===== src/rtl/assert_macros.svh =====
// assertion macros shared by the rtl files
`ifndef ASSERT_MACROS_SVH
`define ASSERT_MACROS_SVH

// clocked assertion, switched off while reset is applied
`define ASSERT_CLK(lbl, prop, msg) \
	lbl: assert property (@(posedge clk) disable iff (!arst_n) prop) else $error(msg);

// clocked assertion that is also checked during reset
`define ASSERT_CLK_ALWAYS(lbl, prop, msg) \
	lbl: assert property (@(posedge clk) prop) else $error(msg);

`endif


===== src/rtl/tvpsg_pkg.sv =====
// types, codes and the envelope shape function of the sound generator
package tvpsg_pkg;

	// bus operation codes
	localparam logic [1:0] FUNC_TICK   = 2'd0;
	localparam logic [1:0] FUNC_SELECT = 2'd1;
	localparam logic [1:0] FUNC_WRITE  = 2'd2;
	localparam logic [1:0] FUNC_READ   = 2'd3;

	// register file map
	localparam int unsigned NUM_REGS = 16;
	localparam int unsigned NUM_CH   = 3;
	localparam logic [3:0] REG_TONE_A_LO = 4'd0;
	localparam logic [3:0] REG_NOISE     = 4'd6;
	localparam logic [3:0] REG_MIXER     = 4'd7;
	localparam logic [3:0] REG_VOL_A     = 4'd8;
	localparam logic [3:0] REG_ENV_LO    = 4'd11;
	localparam logic [3:0] REG_ENV_HI    = 4'd12;
	localparam logic [3:0] REG_ENV_SHAPE = 4'd13;

	// envelope position where the loop restarts after the last position
	localparam logic [6:0] ENV_POS_LAST = 7'd127;
	localparam logic [6:0] ENV_POS_LOOP = 7'd64;

	// register contents seen by the generators
	typedef struct packed {
		logic [NUM_CH-1:0][11:0] tone_per;
		logic [4:0]              noise_per;
		logic [15:0]             env_per;
		logic [5:0]              mixer;
		logic [NUM_CH-1:0][4:0]  vol;
	} gen_regs_t;

	// per-item control toward the generators
	typedef struct packed {
		logic       tick;
		logic       env_restart;
		logic [3:0] env_shape;
	} gen_ctrl_t;

	// per-tick channel outputs
	typedef struct packed {
		logic [NUM_CH-1:0]      active;
		logic [NUM_CH-1:0][4:0] level;
	} gen_out_t;

	// envelope level for a shape at a position
	// shape bits: 3 continue, 2 attack, 1 alternate, 0 hold
	function automatic logic [4:0] env_level(input logic [3:0] shape, input logic [6:0] pos);
		logic up;
		logic [4:0] ramp;
		logic [4:0] res;
		ramp = pos[4:0];
		if (pos[6:5] == 2'b00) begin
			// first ramp
			up = shape[2];
			res = up ? ramp : ~ramp;
		end else if (!shape[3]) begin
			// one shot, then silent
			up = 1'b0;
			res = 5'd0;
		end else if (shape[0]) begin
			// held at one end: where the first ramp ended, or at the opposite end when alternating
			up = shape[2] ^ shape[1];
			res = up ? 5'h1F : 5'd0;
		end else begin
			// repeating ramps, direction flips every segment when alternating
			up = shape[2] ^ (shape[1] & pos[5]);
			res = up ? ramp : ~ramp;
		end
		return res;
	endfunction

endpackage


===== src/rtl/tvpsg_gen.sv =====
// tone, noise and envelope generators with the channel mixer
`include "assert_macros.svh"

module tvpsg_gen (
	input  logic                  clk,
	input  logic                  arst_n,
	input  tvpsg_pkg::gen_ctrl_t  ctrl,
	input  tvpsg_pkg::gen_regs_t  regs,
	output tvpsg_pkg::gen_out_t   gen_out
);

	localparam int unsigned NCH = tvpsg_pkg::NUM_CH;

	logic [NCH-1:0][11:0] tone_cnt_q;
	logic [NCH-1:0][11:0] tone_cnt_d;
	logic [NCH-1:0]       tone_bit_q;
	logic [NCH-1:0]       tone_bit_d;
	logic [5:0]           noise_cnt_q;
	logic [5:0]           noise_cnt_d;
	logic [16:0]          noise_shift_q;
	logic [16:0]          noise_shift_d;
	logic                 noise_bit_q;
	logic                 noise_bit_d;
	logic [15:0]          env_cnt_q;
	logic [15:0]          env_cnt_d;
	logic [6:0]           env_pos_q;
	logic [6:0]           env_pos_d;
	logic [3:0]           env_shape_q;
	logic [4:0]           env_lvl;

	// tone dividers
	always_comb begin
		logic [12:0] inc;
		for (int ch = 0; ch < NCH; ch++) begin
			inc = {1'b0, tone_cnt_q[ch]} + 13'd1;
			if (inc >= {1'b0, regs.tone_per[ch]}) begin
				tone_cnt_d[ch] = 12'd0;
				tone_bit_d[ch] = ~tone_bit_q[ch];
			end else begin
				tone_cnt_d[ch] = inc[11:0];
				tone_bit_d[ch] = tone_bit_q[ch];
			end
		end
	end

	// noise divider and lfsr
	always_comb begin
		logic [6:0] inc;
		logic       fb;
		inc = {1'b0, noise_cnt_q} + 7'd1;
		fb = noise_shift_q[16] ^ noise_shift_q[13];
		if (inc >= {1'b0, regs.noise_per, 1'b0}) begin
			noise_cnt_d = 6'd0;
			noise_shift_d = {noise_shift_q[15:0], ~fb};
			noise_bit_d = noise_shift_q[15];
		end else begin
			noise_cnt_d = inc[5:0];
			noise_shift_d = noise_shift_q;
			noise_bit_d = noise_bit_q;
		end
	end

	// envelope divider and position
	always_comb begin
		logic [16:0] inc;
		inc = {1'b0, env_cnt_q} + 17'd1;
		if (inc >= {1'b0, regs.env_per}) begin
			env_cnt_d = 16'd0;
			env_pos_d = (env_pos_q == tvpsg_pkg::ENV_POS_LAST) ? tvpsg_pkg::ENV_POS_LOOP
				: env_pos_q + 7'd1;
		end else begin
			env_cnt_d = inc[15:0];
			env_pos_d = env_pos_q;
		end
	end

	assign env_lvl = tvpsg_pkg::env_level(env_shape_q, env_pos_d);

	// mixer on the updated generator bits
	always_comb begin
		logic tone_on;
		logic noise_on;
		for (int ch = 0; ch < NCH; ch++) begin
			tone_on = tone_bit_d[ch] & ~regs.mixer[ch];
			noise_on = noise_bit_d & ~regs.mixer[NCH + ch];
			gen_out.active[ch] = tone_on | noise_on;
			if (!(tone_on | noise_on))
				gen_out.level[ch] = 5'd0;
			else if (regs.vol[ch][4])
				gen_out.level[ch] = env_lvl;
			else
				gen_out.level[ch] = {regs.vol[ch][3:0], 1'b1};
		end
	end

	// generator state
	always_ff @(posedge clk or negedge arst_n) begin
		if (!arst_n) begin
			tone_cnt_q <= '0;
			tone_bit_q <= '0;
			noise_cnt_q <= '0;
			noise_shift_q <= '0;
			noise_bit_q <= 1'b0;
			env_cnt_q <= '0;
			env_pos_q <= '0;
			env_shape_q <= '0;
		end else if (ctrl.tick) begin
			tone_cnt_q <= tone_cnt_d;
			tone_bit_q <= tone_bit_d;
			noise_cnt_q <= noise_cnt_d;
			noise_shift_q <= noise_shift_d;
			noise_bit_q <= noise_bit_d;
			env_cnt_q <= env_cnt_d;
			env_pos_q <= env_pos_d;
		end else if (ctrl.env_restart) begin
			env_cnt_q <= '0;
			env_pos_q <= '0;
			env_shape_q <= ctrl.env_shape;
		end
	end

	// checks
	`ASSERT_CLK(a_env_restart_clears, ctrl.env_restart && !ctrl.tick |=> env_pos_q == 7'd0 && env_cnt_q == 16'd0, "envelope restart did not clear position and counter")
	`ASSERT_CLK_ALWAYS(a_noise_bit_msb, noise_bit_q == noise_shift_q[16], "noise bit out of step with lfsr")
	`ASSERT_CLK(a_env_idle_stable, !ctrl.tick && !ctrl.env_restart |=> $stable(env_cnt_q) && $stable(env_pos_q), "envelope moved without a tick")

endmodule


===== src/rtl/three_voice_tone_noise_envelope_psg_core.sv =====
// top level of the three-voice sound generator: bus decode, register file, result register
//
//  channel | handshake           | payload
//  --------+---------------------+---------------------------------------------------
//  in      | in_valid / in_ready | func, value
//  out     | out_valid/out_ready | read_data, active_a/b/c, level_a/b/c
//
// one item per cycle sustained unless out stalls; an item enters the input register when it
// is accepted, and its result goes on to the out ports through the result register.
// the input register holds the item while the result register is full and not taken, so
// in_ready drops only on a stall of out.
// reset clears the register file, the select index and all generator state.
`include "assert_macros.svh"

module three_voice_tone_noise_envelope_psg_core (
	input  logic       clk,
	input  logic       arst_n,
	input  logic       in_valid,
	output logic       in_ready,
	input  logic [1:0] func,
	input  logic [7:0] value,
	output logic       out_valid,
	input  logic       out_ready,
	output logic [7:0] read_data,
	output logic       active_a,
	output logic       active_b,
	output logic       active_c,
	output logic [4:0] level_a,
	output logic [4:0] level_b,
	output logic [4:0] level_c
);

	localparam int unsigned NREG = tvpsg_pkg::NUM_REGS;
	localparam int unsigned NCH  = tvpsg_pkg::NUM_CH;

	logic                 valid_s1;
	logic [1:0]           func_s1;
	logic [7:0]           value_s1;
	logic                 advance;
	logic [NREG-1:0][7:0] regs_q;
	logic [3:0]           sel_q;
	tvpsg_pkg::gen_regs_t gen_regs;
	tvpsg_pkg::gen_ctrl_t gen_ctrl;
	tvpsg_pkg::gen_out_t  gen_out;
	logic                 out_valid_q;
	logic [7:0]           read_data_q;
	logic [NCH-1:0]       active_q;
	logic [NCH-1:0][4:0]  level_q;

	// pipeline control
	assign advance = valid_s1 && (!out_valid_q || out_ready);
	assign in_ready = !valid_s1 || advance;

	// input register
	always_ff @(posedge clk or negedge arst_n) begin
		if (!arst_n) begin
			valid_s1 <= 1'b0;
		end else if (in_ready) begin
			valid_s1 <= in_valid;
		end
	end

	always_ff @(posedge clk) begin
		if (in_ready && in_valid) begin
			func_s1 <= func;
			value_s1 <= value;
		end
	end

	// register file and select index
	always_ff @(posedge clk or negedge arst_n) begin
		if (!arst_n) begin
			regs_q <= '0;
			sel_q <= '0;
		end else if (advance) begin
			if (func_s1 == tvpsg_pkg::FUNC_SELECT)
				sel_q <= value_s1[3:0];
			if (func_s1 == tvpsg_pkg::FUNC_WRITE)
				regs_q[sel_q] <= value_s1;
		end
	end

	// register fields for the generators
	always_comb begin
		for (int ch = 0; ch < NCH; ch++) begin
			gen_regs.tone_per[ch] = {regs_q[tvpsg_pkg::REG_TONE_A_LO + 4'(2 * ch + 1)][3:0],
				regs_q[tvpsg_pkg::REG_TONE_A_LO + 4'(2 * ch)]};
			gen_regs.vol[ch] = regs_q[tvpsg_pkg::REG_VOL_A + 4'(ch)][4:0];
		end
		gen_regs.noise_per = regs_q[tvpsg_pkg::REG_NOISE][4:0];
		gen_regs.env_per = {regs_q[tvpsg_pkg::REG_ENV_HI], regs_q[tvpsg_pkg::REG_ENV_LO]};
		gen_regs.mixer = regs_q[tvpsg_pkg::REG_MIXER][5:0];
	end

	// generator control for the item in the input register
	assign gen_ctrl.tick = advance && (func_s1 == tvpsg_pkg::FUNC_TICK);
	assign gen_ctrl.env_restart = advance && (func_s1 == tvpsg_pkg::FUNC_WRITE)
		&& (sel_q == tvpsg_pkg::REG_ENV_SHAPE);
	assign gen_ctrl.env_shape = value_s1[3:0];

	tvpsg_gen u_gen (
		.clk     (clk),
		.arst_n  (arst_n),
		.ctrl    (gen_ctrl),
		.regs    (gen_regs),
		.gen_out (gen_out)
	);

	// result register
	always_ff @(posedge clk or negedge arst_n) begin
		if (!arst_n) begin
			out_valid_q <= 1'b0;
		end else if (advance) begin
			out_valid_q <= 1'b1;
		end else if (out_ready) begin
			out_valid_q <= 1'b0;
		end
	end

	always_ff @(posedge clk) begin
		if (advance) begin
			read_data_q <= (func_s1 == tvpsg_pkg::FUNC_READ) ? regs_q[sel_q] : 8'd0;
			if (func_s1 == tvpsg_pkg::FUNC_TICK) begin
				active_q <= gen_out.active;
				level_q <= gen_out.level;
			end else begin
				active_q <= '0;
				level_q <= '0;
			end
		end
	end

	// outputs
	assign out_valid = out_valid_q;
	assign read_data = read_data_q;
	assign active_a = active_q[0];
	assign active_b = active_q[1];
	assign active_c = active_q[2];
	assign level_a = level_q[0];
	assign level_b = level_q[1];
	assign level_c = level_q[2];

	// checks
	`ASSERT_CLK(a_no_tick_silent, advance && func_s1 != tvpsg_pkg::FUNC_TICK |=> active_q == '0 && level_q == '0, "non-tick item produced channel output")
	`ASSERT_CLK(a_no_read_zero, advance && func_s1 != tvpsg_pkg::FUNC_READ |=> read_data_q == 8'd0, "read data on a non-read item")
	`ASSERT_CLK(a_stall_holds_item, valid_s1 && !advance |=> valid_s1 && $stable(func_s1) && $stable(value_s1), "input register lost an item during a stall")
	`ASSERT_CLK(a_inactive_level_zero, out_valid_q && !active_q[0] |-> level_q[0] == 5'd0, "inactive channel with a nonzero level")

endmodule

===== config.mk =====
export PLATFORM = sky130hd
export DESIGN_NAME = three_voice_tone_noise_envelope_psg_core
export DESIGN_NICKNAME = d
export VERILOG_FILES = /design/src/rtl/tvpsg_pkg.sv /design/src/rtl/tvpsg_gen.sv /design/src/rtl/three_voice_tone_noise_envelope_psg_core.sv
export VERILOG_INCLUDE_DIRS = /design/src /design/src/rtl
export SDC_FILE = /design/constraint.sdc
export NUM_CORES = 1
export LEC_CHECK = 0
export BUFFER_PORTS_ARGS = -buffer_cell sky130_fd_sc_hd__buf_2
export CAP_MARGIN = 20
export CELL_PAD_IN_SITES_DETAIL_PLACEMENT = 2
export CELL_PAD_IN_SITES_GLOBAL_PLACEMENT = 2
export CORE_MARGIN = 1.5
export CORE_UTILIZATION = 43
export DETAILED_ROUTE_END_ITERATION = 10
export GPL_TIMING_DRIVEN = 0
export PLACE_DENSITY_LB_ADDON = 0.1
export SKIP_LAST_GASP = 1
export SLEW_MARGIN = 15
export SYNTH_ARGS = -nofsm -noshare
export SYNTH_HDL_FRONTEND = slang
export SYNTH_SLANG_ARGS = --single-unit

===== constraint.sdc =====
create_clock -name clk -period 4.8 [get_ports clk]
set_input_delay 1.2 -clock clk [delete_from_list [all_inputs] [get_ports clk]]
set_output_delay 1.2 -clock clk [all_outputs]
set_load 0.01 [all_outputs]

Word-level counts from Yosys, hierarchy flattened
Cells that the tools add are included.
- register bits: 260
- output and inout bits: 28
- word-level logic and storage cells: 131
- add/sub/neg operators: 6
- order comparisons: 7
- equal/unequal tests: 5
- multiplexer cells: 31
- bitwise operators: 25
- reduce and logical (&&, ||, !) cells: 21
- operators with widths (operator ; count):
    bitwise mux 128 bit ; 1
    2-to-1 mux 16 bit ; 3
    2-to-1 mux 5 bit ; 9
    adder 12 x 1 -> 13 bit (second input constant) ; 3
    >= comparator 13 x 12 -> 1 bit ; 3
    2-to-1 mux 12 bit ; 3
    binary-select mux 8 bit (select 4 bit) ; 1
    demux 8 bit (select 4 bit) ; 1
    2-to-1 mux 7 bit ; 4
    adder 16 x 1 -> 17 bit (second input constant) ; 1
    >= comparator 17 x 16 -> 1 bit ; 1
    2-to-1 mux 8 bit ; 2
    AND reduction 2 bit ; 7
    NOT 1 bit ; 11
    adder 6 x 1 -> 7 bit (second input constant) ; 1
    adder 7 x 1 -> 7 bit (second input constant) ; 1
    AND 1 bit ; 7
    == test 7 bit (second input constant) ; 1
    >= comparator 7 x 6 -> 1 bit ; 1
    logical AND 1 bit ; 6
    2-to-1 mux 1 bit ; 6
    2-to-1 mux 6 bit ; 1
    < comparator 4 x 5 -> 1 bit (second input constant) ; 1
    NOT 5 bit ; 1
    10 further kinds ; 19

Longest topological paths before layout
Gate-level depths: netlist of run 1.
- word-level depth: 10
- depth in mapped cells: 16

Cells and area by module
A second synthesis of run 1 with hierarchy kept.
- cell total of the unflattened synthesis: 1242
- area, all modules: 14287.5 um^2
- modules (own cells, without submodules) (module ; instances ; cells an instance ; area an instance (um^2) ; sequential area each (um^2)):
    three_voice_tone_noise_envelope_psg_core ; 1 ; 496 ; 7563.5 ; 4434.3
    tvpsg_gen ; 1 ; 746 ; 6723.9 ; 2252.2

Worst setup path after synthesis of run 1
Ideal clock, no wire load.
- path kind: register to register
- start point: reg u_gen.env_cnt_q[2]
- end point: reg level_q, in the netlist level_a[2] (data pin)
- setup time: 0.257 ns
- arrival: 3.439 ns
- data required time: 4.543 ns
- path slack: 1.104 ns
- cell stages (with the launch flop): 16
- path through: dfrtp_1 and2_1 nand4_1 nor3_1 nand2_1 nor2_1 xor2_1 ha_1 nand3_1 nor2_1 a221o_2 o21a_1 or3_4 a221o_1 nand4_2 o21ai_1
- longest elaborated chain between the ends: 10
- elaborated cells between the ends (all ways): 13
- those cells by class: 1 x add/sub; 1 x order compare; 7 x mux; 3 x bitwise; 1 x reduce/logical
- RTL lines (what ; line ; RTL):
    from (decl) ; tvpsg_gen.sv:24 ; logic [15:0] env_cnt_q;
    from (signal assigned) ; tvpsg_gen.sv:113 ; env_cnt_q <= env_cnt_d;
    adder 16 x 1 -> 17 bit * ; tvpsg_gen.sv:66 ; inc = {1'b0, env_cnt_q} + 17'd1;
    >= comparator 17 x 16 -> 1 bit * ; tvpsg_gen.sv:67 ; if (inc >= {1'b0, regs.env_per}) begin
    2-to-1 mux 7 bit * ; tvpsg_gen.sv:67 ;
    AND 1 bit ; tvpsg_pkg.sv:68 ; up = shape[2] ^ (shape[1] & pos[5]);
    XOR 1 bit ; tvpsg_pkg.sv:68 ;
    2-to-1 mux 5 bit ; tvpsg_pkg.sv:69 ; res = up ? ramp : ~ramp;
    2-to-1 mux 5 bit ; tvpsg_pkg.sv:62 ; end else if (shape[0]) begin
    2-to-1 mux 5 bit ; tvpsg_pkg.sv:58 ; end else if (!shape[3]) begin
    2-to-1 mux 5 bit * ; tvpsg_pkg.sv:54 ; if (pos[6:5] == 2'b00) begin
    2-to-1 mux 5 bit * ; tvpsg_gen.sv:89 ; else if (regs.vol[ch][4])
    to (signal assigned) ; three_voice_tone_noise_envelope_psg_core.sv:125 ; level_q <= gen_out.level;
    to (decl) ; three_voice_tone_noise_envelope_psg_core.sv:48 ; logic [NCH-1:0][4:0] level_q;
Every way passes the cells marked *; elsewhere a longest branch is shown, timed or not.
A chain may end at the register's enable or synchronous reset.

Worst setup path after layout of run 1
- start point: reg u_gen.env_cnt_q[0]
- end point: reg level_q, in the netlist level_a[0] (data pin)
The elaborated chain is that of the path after synthesis.

==> results of run 1 <==
## critical path, delay by kind of cell, from the launching register on
kind	cells	cell delay [ps]
DFF	1	450
and+or+nand+nor	7	1660
AOI/OAI and AO/OA	4	1280
adders and majority gates	2	660
xor gates and xnor gates	1	230
## flip-flops by register name, indices dropped and copies added, names as in the netlist
signal / flops
regs_q: 50
u_gen.tone_bit_q: 3
u_gen.noise_bit_q: 1
level_a: 5
u_gen.noise_shift_q: 17
level_b: 5
out_valid: 1
read_data: 8
sel_q: 4
u_gen.env_shape_q: 4
func_s1: 2
u_gen.env_cnt_q: 16
value_s1: 8
u_gen.tone_cnt_q: 36
u_gen.env_pos_q: 7
active_q: 3
valid_s1: 1
gen_regs: 78
level_c: 5
u_gen.noise_cnt_q: 6
## area by class of cell
type,count,area (um^2),share of cell area
flip-flops and latches,260,6690,0.420
inverters,65,244,0.0153
clock inverters,11,158,0.00989
multi-input cells,876,6880,0.432
repair buffers,46,308,0.0193
clock buffers,45,857,0.0538
well taps,442,553,0.0347
plain buffers,60,245,0.0154
## kinds of logic (layout without fill, tap and decap cells)
logic type / after synthesis / after routing / share of synthesized area
compound gates: 239 / 239 / 0.113
xor+xnor: 55 / 55 / 0.0343
fa+ha+maj: 63 / 63 / 0.0561
buf+inv: 125 / 227 / 0.0348
flops: 260 / 260 / 0.476
mux: 155 / 155 / 0.156
simple gates: 364 / 364 / 0.130
## metrics by stage
stage | hold WS [ps] | util | setup TNS (ps) | power (W)
2_1_floorplan | 446 | - | 0 | 0.00462
3_3_place_gp | 468 | 0.457 | -370860 | 0.00536
3_5_place_dp | 488 | 0.460 | 0 | 0.00555
4_1_cts | 498 | 0.492 | 0 | 0.00800
5_1_grt | 515 | 0.492 | 0 | 0.00836
6_report | 493 | 0.492 | 0 | 0.00795
## what timing repair did
item                                    in CTS  in global routing
resized for setup                            0                  2
hold buffers                                 0                  0
endpoints found under the setup margin       0                 11
## worst paths after layout
check | endpoint | slack [ps]
worst max-delay path | level_a[0] | 330
max in group asynchronous | u_gen.env_cnt_q[3] | 3430
worst min-delay path | u_gen.noise_shift_q[0] | 490
worst min register to register | u_gen.noise_shift_q[0] | 490
worst max register to register | level_a[0] | 330
min in group asynchronous | regs_q[31] | 540
## layout by cell type (no fill, tap or decap), types with 30 or more instances in the layout
master and n:
mux4_2 40, edfxtp_1 36, nor2_1 55, clkbuf_16 30
ha_1 63, o21ai_0 113, nand2_1 137, dfrtp_1 224
nand3_1 45, xnor2_1 31, buf_2 50, mux2_2 115
clkbuf_1 52, inv_1 65
## metal layers
metal / global-route usage / up-vias
met1: 0.345 / 5516
met5: 0 / -
li1: - / 4719
met2: 0.500 / 179
met4: 0.121 / 0
met3: 0.0365 / 113
## cell usage after synthesis (all sizes together), types with 15 or more instances
cell type,n
clkbuf,42
edfxtp,36
and3,22
ha,63
xor2,24
buf,18
inv,65
mux2,115
mux4,40
a22o,20
dfrtp,224
nand3,48
nand4,16
o21ai,118
o31ai,15
xnor2,31
nor2,59
a21oi,21
nand2,137
## report_power, final
| part | switching (W) | internal, W |
|---|---|---|
| Combinational | 0.00129 | 0.00104 |
| Sequential | 0.000474 | 0.00277 |
| Clock | 0.000983 | 0.00140 |
==> impl_metrics.toml, run 1 <==
[yosys]
synth-warning-count = 0
synthArstFlopShare = 0.862
synth_top_area_frac = 0.399
ys.flop_type = "dfrtp_1"
ys_types = 72
synthTopCellsByArea = "dfrtp_1 (40%), mux2_2 (9.2%), edfxtp_1 (7.7%)"
synth_seq_cells = 260
synth_nets = 1338
synth-edff-count = 36
synth_area_um2 = 14100
yosysSeqAreaShare = 0.476
postSynthCellCount = 1261
synth_area_leader_cell = "dfrtp_1"
avgSynthCellArea_um2 = 11.1

[route]
drtIter0Drc = 436
drt_pass1_iterations = 4
drc_errors = 0
wl_um = 45800
m1WireLength_um = 19100
detail_route.wl_per_cell_um = 25.4
wl_met3_um = 1600
routed-via-count = 10527
vias_per_cell = 5.83
wl_met2_um = 23000
ant_nets = 0
top_layer = "met4"

[floorplanning]
ios = 42
fp.dieW_um = 184
die_area_um2 = 33800
core_area_um2 = 32400
initial_core_util = 0.434
row_count = 66
die-height_um = 184

[clock_network]
cts_buffer_depth = 3
clkLatencyLatePin_ps = 590
postCtsSetupRepairBufs = 0
cts_buffers = 30
cts_sinks = 260
cts_tree = "yes"
clkSlewWorstSetupHoldPaths_ps = 60
htreeDepth = 1
ctsRootBufferMaster = "clkbuf_16"

[finish]
nFillCells = 3316
layout.nets = 1416
drive_gt1_frac = 0.219
area_delta_synth_final_pct = 13.4
finalNonFillerCells = 1805
final_area_um2 = 15900
diodes = 0

[worst_setup_path]
end_kind = "flip-flop"
crit_type = "flip-flop to flip-flop"
critPathMostFrequentCell = "nand4_1"
cp_slowest_stage_delay_ps = 480
ff2ff_path_depth = 14
worst_path_max_delay_cell = "a221o_2"
timing.rr.start = "u_gen.env_cnt_q[0]"
crit_path_start = "u_gen.env_cnt_q[0]"
crit_chain = "ha_1, nand4_1, nor3_2, and3_1, xor2_1, ha_1, nand4_1, nor2_1, a221o_2, a211o_4, o211ai_1, nand4_1, nand3b_1, a31oi_1"
critPathMaxFanout = 9
required_ps = 5210
start_kind = "flip-flop"
arrival_ps = 4880

[timing]
min_period_over_period = 0.931
hold_violations = 0
worstMarginPinSlew_ps = 1070
setup_viol = 0
slew_headroom = 0.285
fmax_ghz = 0.224
maxSlewViolCount = 0
finalCriticalPeriod_ps = 4470
fin_skew_ps = 26.5
rsz0062_at_grt = "false"
layout_setup_ws_ps = 333

[global_routing]
grt_pass1_wl_um = 71700
grt_overflow = 0
grt_pass1_vias = 12004
track_usage = 0.282
antenna_found_initial = 0
grt_max_degree = 100

[placement]
dp_cells = 1748
gp_routability_congestion = 0.856
dpl-instance-area_um2 = 14900
place_ws_ps = 252
io_buffer_count = 41
hpwl_um = 32900

[power]
ir_drop_v = 0.000380
powerDensity_nw_per_um2 = 499
power.leakage_nw = 7.15

[worst_hold_path]
min_path_type = "flip-flop to flip-flop"
hold_depth = 2
min_from = "u_gen.noise_shift_q[0]"

[run]
maxCapViolCount = 0

[outcome]
status = "finished, final reports clean"
No activity file was read; power rests on OpenSTA's default activity.
==> inputs of run 2 (changes only) <==
--- a/config.mk
+++ b/config.mk
@@ -12,6 +12,7 @@
 export CELL_PAD_IN_SITES_GLOBAL_PLACEMENT = 2
 export CORE_MARGIN = 1.5
 export CORE_UTILIZATION = 43
+export CTS_CLUSTER_DIAMETER = 50
 export DETAILED_ROUTE_END_ITERATION = 10
 export GPL_TIMING_DRIVEN = 0
 export PLACE_DENSITY_LB_ADDON = 0.1
@@ -19,4 +20,5 @@
 export SLEW_MARGIN = 15
 export SYNTH_ARGS = -nofsm -noshare
 export SYNTH_HDL_FRONTEND = slang
+export SYNTH_HIERARCHICAL = 1
 export SYNTH_SLANG_ARGS = --single-unit
==> impl_metrics.toml, run 2 <==
[finish]
final_common_cell = "dfrtp_1"
drive_gt1_frac = 0.265
final_area_um2 = 16400
most-common-layout-cells = "dfrtp_1 (223), mux2_2 (178), nand2_1 (84)"
area_delta_synth_final_pct = 15.0
layout.nets = 1403
nFillCells = 3204
largest_register_ffs = 78
diodes = 0
final_core_util = 0.504

[worst_setup_path]
arrival_ps = 4850
start_kind = "flip-flop"
end_kind = "flip-flop"
crit_path_start = "u_gen/env_cnt_q[0]"
critPathMostFrequentCell = "ha_1"
worst-path-buf-inv = 0
required_ps = 5090
crit_type = "flip-flop to flip-flop"
timing.rr.start = "u_gen/env_cnt_q[0]"
critPathTopFamily = "simple AND/OR/NAND/NOR gates"
reg2reg_slack_ps = 240
worst_path_max_delay_cell = "or4_4"
critPathMaxFanout = 10
cp_slowest_stage_delay_ps = 520
crit_chain = "ha_1, nand3_2, nor3_4, nand2_1, xnor2_1, ha_1, nand3_1, nor2_1, or4_4, a41oi_2, nand2_4, a32o_1, or3_1, a21oi_4, o32ai_1, and2_1"

[floorplanning]
die_area_um2 = 34300
core_area_um2 = 32600
die-height_um = 185
initial_core_util = 0.438
fp.dieW_um = 185
row_count = 66
ios = 42

[global_routing]
grt_pass1_vias = 11754
track_usage = 0.271
grt_max_degree = 80
grt_overflow = 0
grt_pass1_wl_um = 70100
antenna_found_initial = 2

[timing]
whs_ps = 492
layout_setup_ws_ps = 240
min_period_over_period = 0.950
fmax_ghz = 0.219
finalCriticalPeriod_ps = 4560
maxSlewViolCount = 0
finalSetupTns_ps = 0
worstMarginPinSlew_ps = 901
slew_headroom = 0.399
setup_viol = 0
hold_violations = 0
fin_skew_ps = 14.7

[outcome]
status = "finished, final reports clean"

[worst_hold_path]
min_from = "u_gen/noise_shift_q[0]"
min_path_type = "flip-flop to flip-flop"

[power]
p_clk_frac = 0.293
sw_frac_of_total = 0.380
power_frac_seq = 0.349
p_sw_w = 0.00356
pwr-share-comb = 0.358
internal-power_w = 0.00582
ir_drop_v = 0.000316
power.leakage_nw = 7.27
powerDensity_nw_per_um2 = 571

[yosys]
synthArstFlopShare = 0.862
synth_xor_area_frac = 0.0405
synth_area_leader_cell = "dfrtp_1"
synth_mux_area_frac = 0.179
synth-edff-count = 36
avgSynthCellArea_um2 = 11.5
synth_nets = 1319
ys_top_cells_by_count = "dfrtp_1 (224), mux2_2 (178), nand2_1 (84)"
synth_compound_area_frac = 0.109
synth_simple_gate_area_frac = 0.116
synth_top_family_by_area = "multiplexers"
synth_most_common_cell = "dfrtp_1"
synthAdderAreaFrac = 0.0552
yosysSeqAreaShare = 0.468
synth_area_um2 = 14300
ys_types = 78
ys.flop_type = "dfrtp_1"
synth-warning-count = 6
synth_top_area_frac = 0.392
synthTopCellsByArea = "dfrtp_1 (39%), mux2_2 (14%), edfxtp_1 (7.6%)"
synth_seq_cells = 260
postSynthCellCount = 1242

[route]
vias_per_cell = 5.78
drtIter0Drc = 491
ant_nets = 0
drc_errors = 0
wl_um = 44500
drt_pass1_iterations = 4
detail_route.wl_per_cell_um = 24.7
routed-via-count = 10389

[placement]
dpl-instance-area_um2 = 15100
gp_routability_congestion = 0.814
place_ws_ps = -134
io_buffer_count = 41
hpwl_um = 31400

[clock_network]
cts_sinks = 260
clkLatencyLatePin_ps = 540
clkSlewWorstSetupHoldPaths_ps = 60
htreeDepth = 2
cts_buffers = 37
ctsRootBufferMaster = "clkbuf_16"
cts_tree = "yes"
cts_buffer_depth = 3

[run]
maxCapViolCount = 0
==> run 2: worst paths after layout <==
| kind | end | cells past startpoint |
|---|---|---|
| worst max-delay path | level_a[3] | 16 |
| worst min-delay path | u_gen/noise_shift_q[0] | 2 |
| worst max register to register | level_a[3] | 16 |
| worst min register to register | u_gen/noise_shift_q[0] | 2 |
| max in group asynchronous | u_gen/env_cnt_q[4] | 3 |
| min in group asynchronous | regs_q[123] | 1 |
==> run 2: power groups by stage <==
stage / combinational [W] / sequential, W / clock [W]
5_1_grt: 0.00367 / 0.00334 / 0.00289
3_3_place_gp: 0.00309 / 0.00324 / 0
3_5_place_dp: 0.00325 / 0.00329 / 0
6_report: 0.00336 / 0.00327 / 0.00275
2_1_floorplan: 0.00227 / 0.00310 / 0
4_1_cts: 0.00334 / 0.00327 / 0.00281
==> run 2: cells by family (layout without fill, tap and decap cells) <==
logic type | after synthesis | count (layout)
and+or+nand+nor | 297 | 297
xor gates and xnor gates | 64 | 64
muxes | 219 | 219
buffers and inverters | 117 | 230
AOI/OAI and AO/OA | 222 | 222
DFF | 260 | 260
adders and majority gates | 63 | 63
==> run 2: metrics by stage <==
step           power [W]  std cells
6_report         0.00938       1797
5_1_grt          0.00990       1797
4_1_cts          0.00942       1796
3_5_place_dp     0.00654       1728
3_3_place_gp     0.00633       1725
2_1_floorplan    0.00537       1242
==> run 2: cell type report <==
class | count | area (um^2) | share of cell area
clock buffers | 48 | 1060 | 0.0646
clock inverters | 20 | 174 | 0.0106
well taps | 442 | 553 | 0.0337
repair buffers | 45 | 293 | 0.0178
flip-flops and latches | 260 | 6690 | 0.407
inverters | 67 | 251 | 0.0153
plain buffers | 50 | 214 | 0.0130
multi-input cells | 865 | 7200 | 0.438
==> run 2: what timing repair did <==
| item | CTS | global route |
|---|---|---|
| gates resized for setup | 1 | 12 |
| cloned | 0 | 0 |
| pin swaps | 0 | 1 |
| hold buffers | 0 | 0 |
| setup buffers | 0 | 1 |
| endpoints found under the setup margin | 9 | 20 |
==> run 2: routing by layer <==
| layer | GRT usage | share of wire | vias up | routed length, um |
|---|---|---|---|---|
| met5 | 0 | 0 | - | 0 |
| met4 | 0.0881 | 0.028 | 0 | 1250 |
| met3 | 0.0350 | 0.033 | 87 | 1450 |
| met2 | 0.490 | 0.52 | 183 | 23100 |
| met1 | 0.331 | 0.42 | 5415 | 18700 |
| li1 | - | - | 4704 | - |
==> run 2: worst reg2reg max path: stages (launching register included) <==
cell and delay, ps:
dfrtp_1 470, ha_1 280, nand3_2 210, nor3_4 320, nand2_1 140, xnor2_1 230
ha_1 280, nand3_1 150, nor2_1 80, or4_4 520, a41oi_2 260, nand2_4 180
a32o_1 320, or3_1 420, a21oi_4 200, o32ai_1 110, and2_1 160
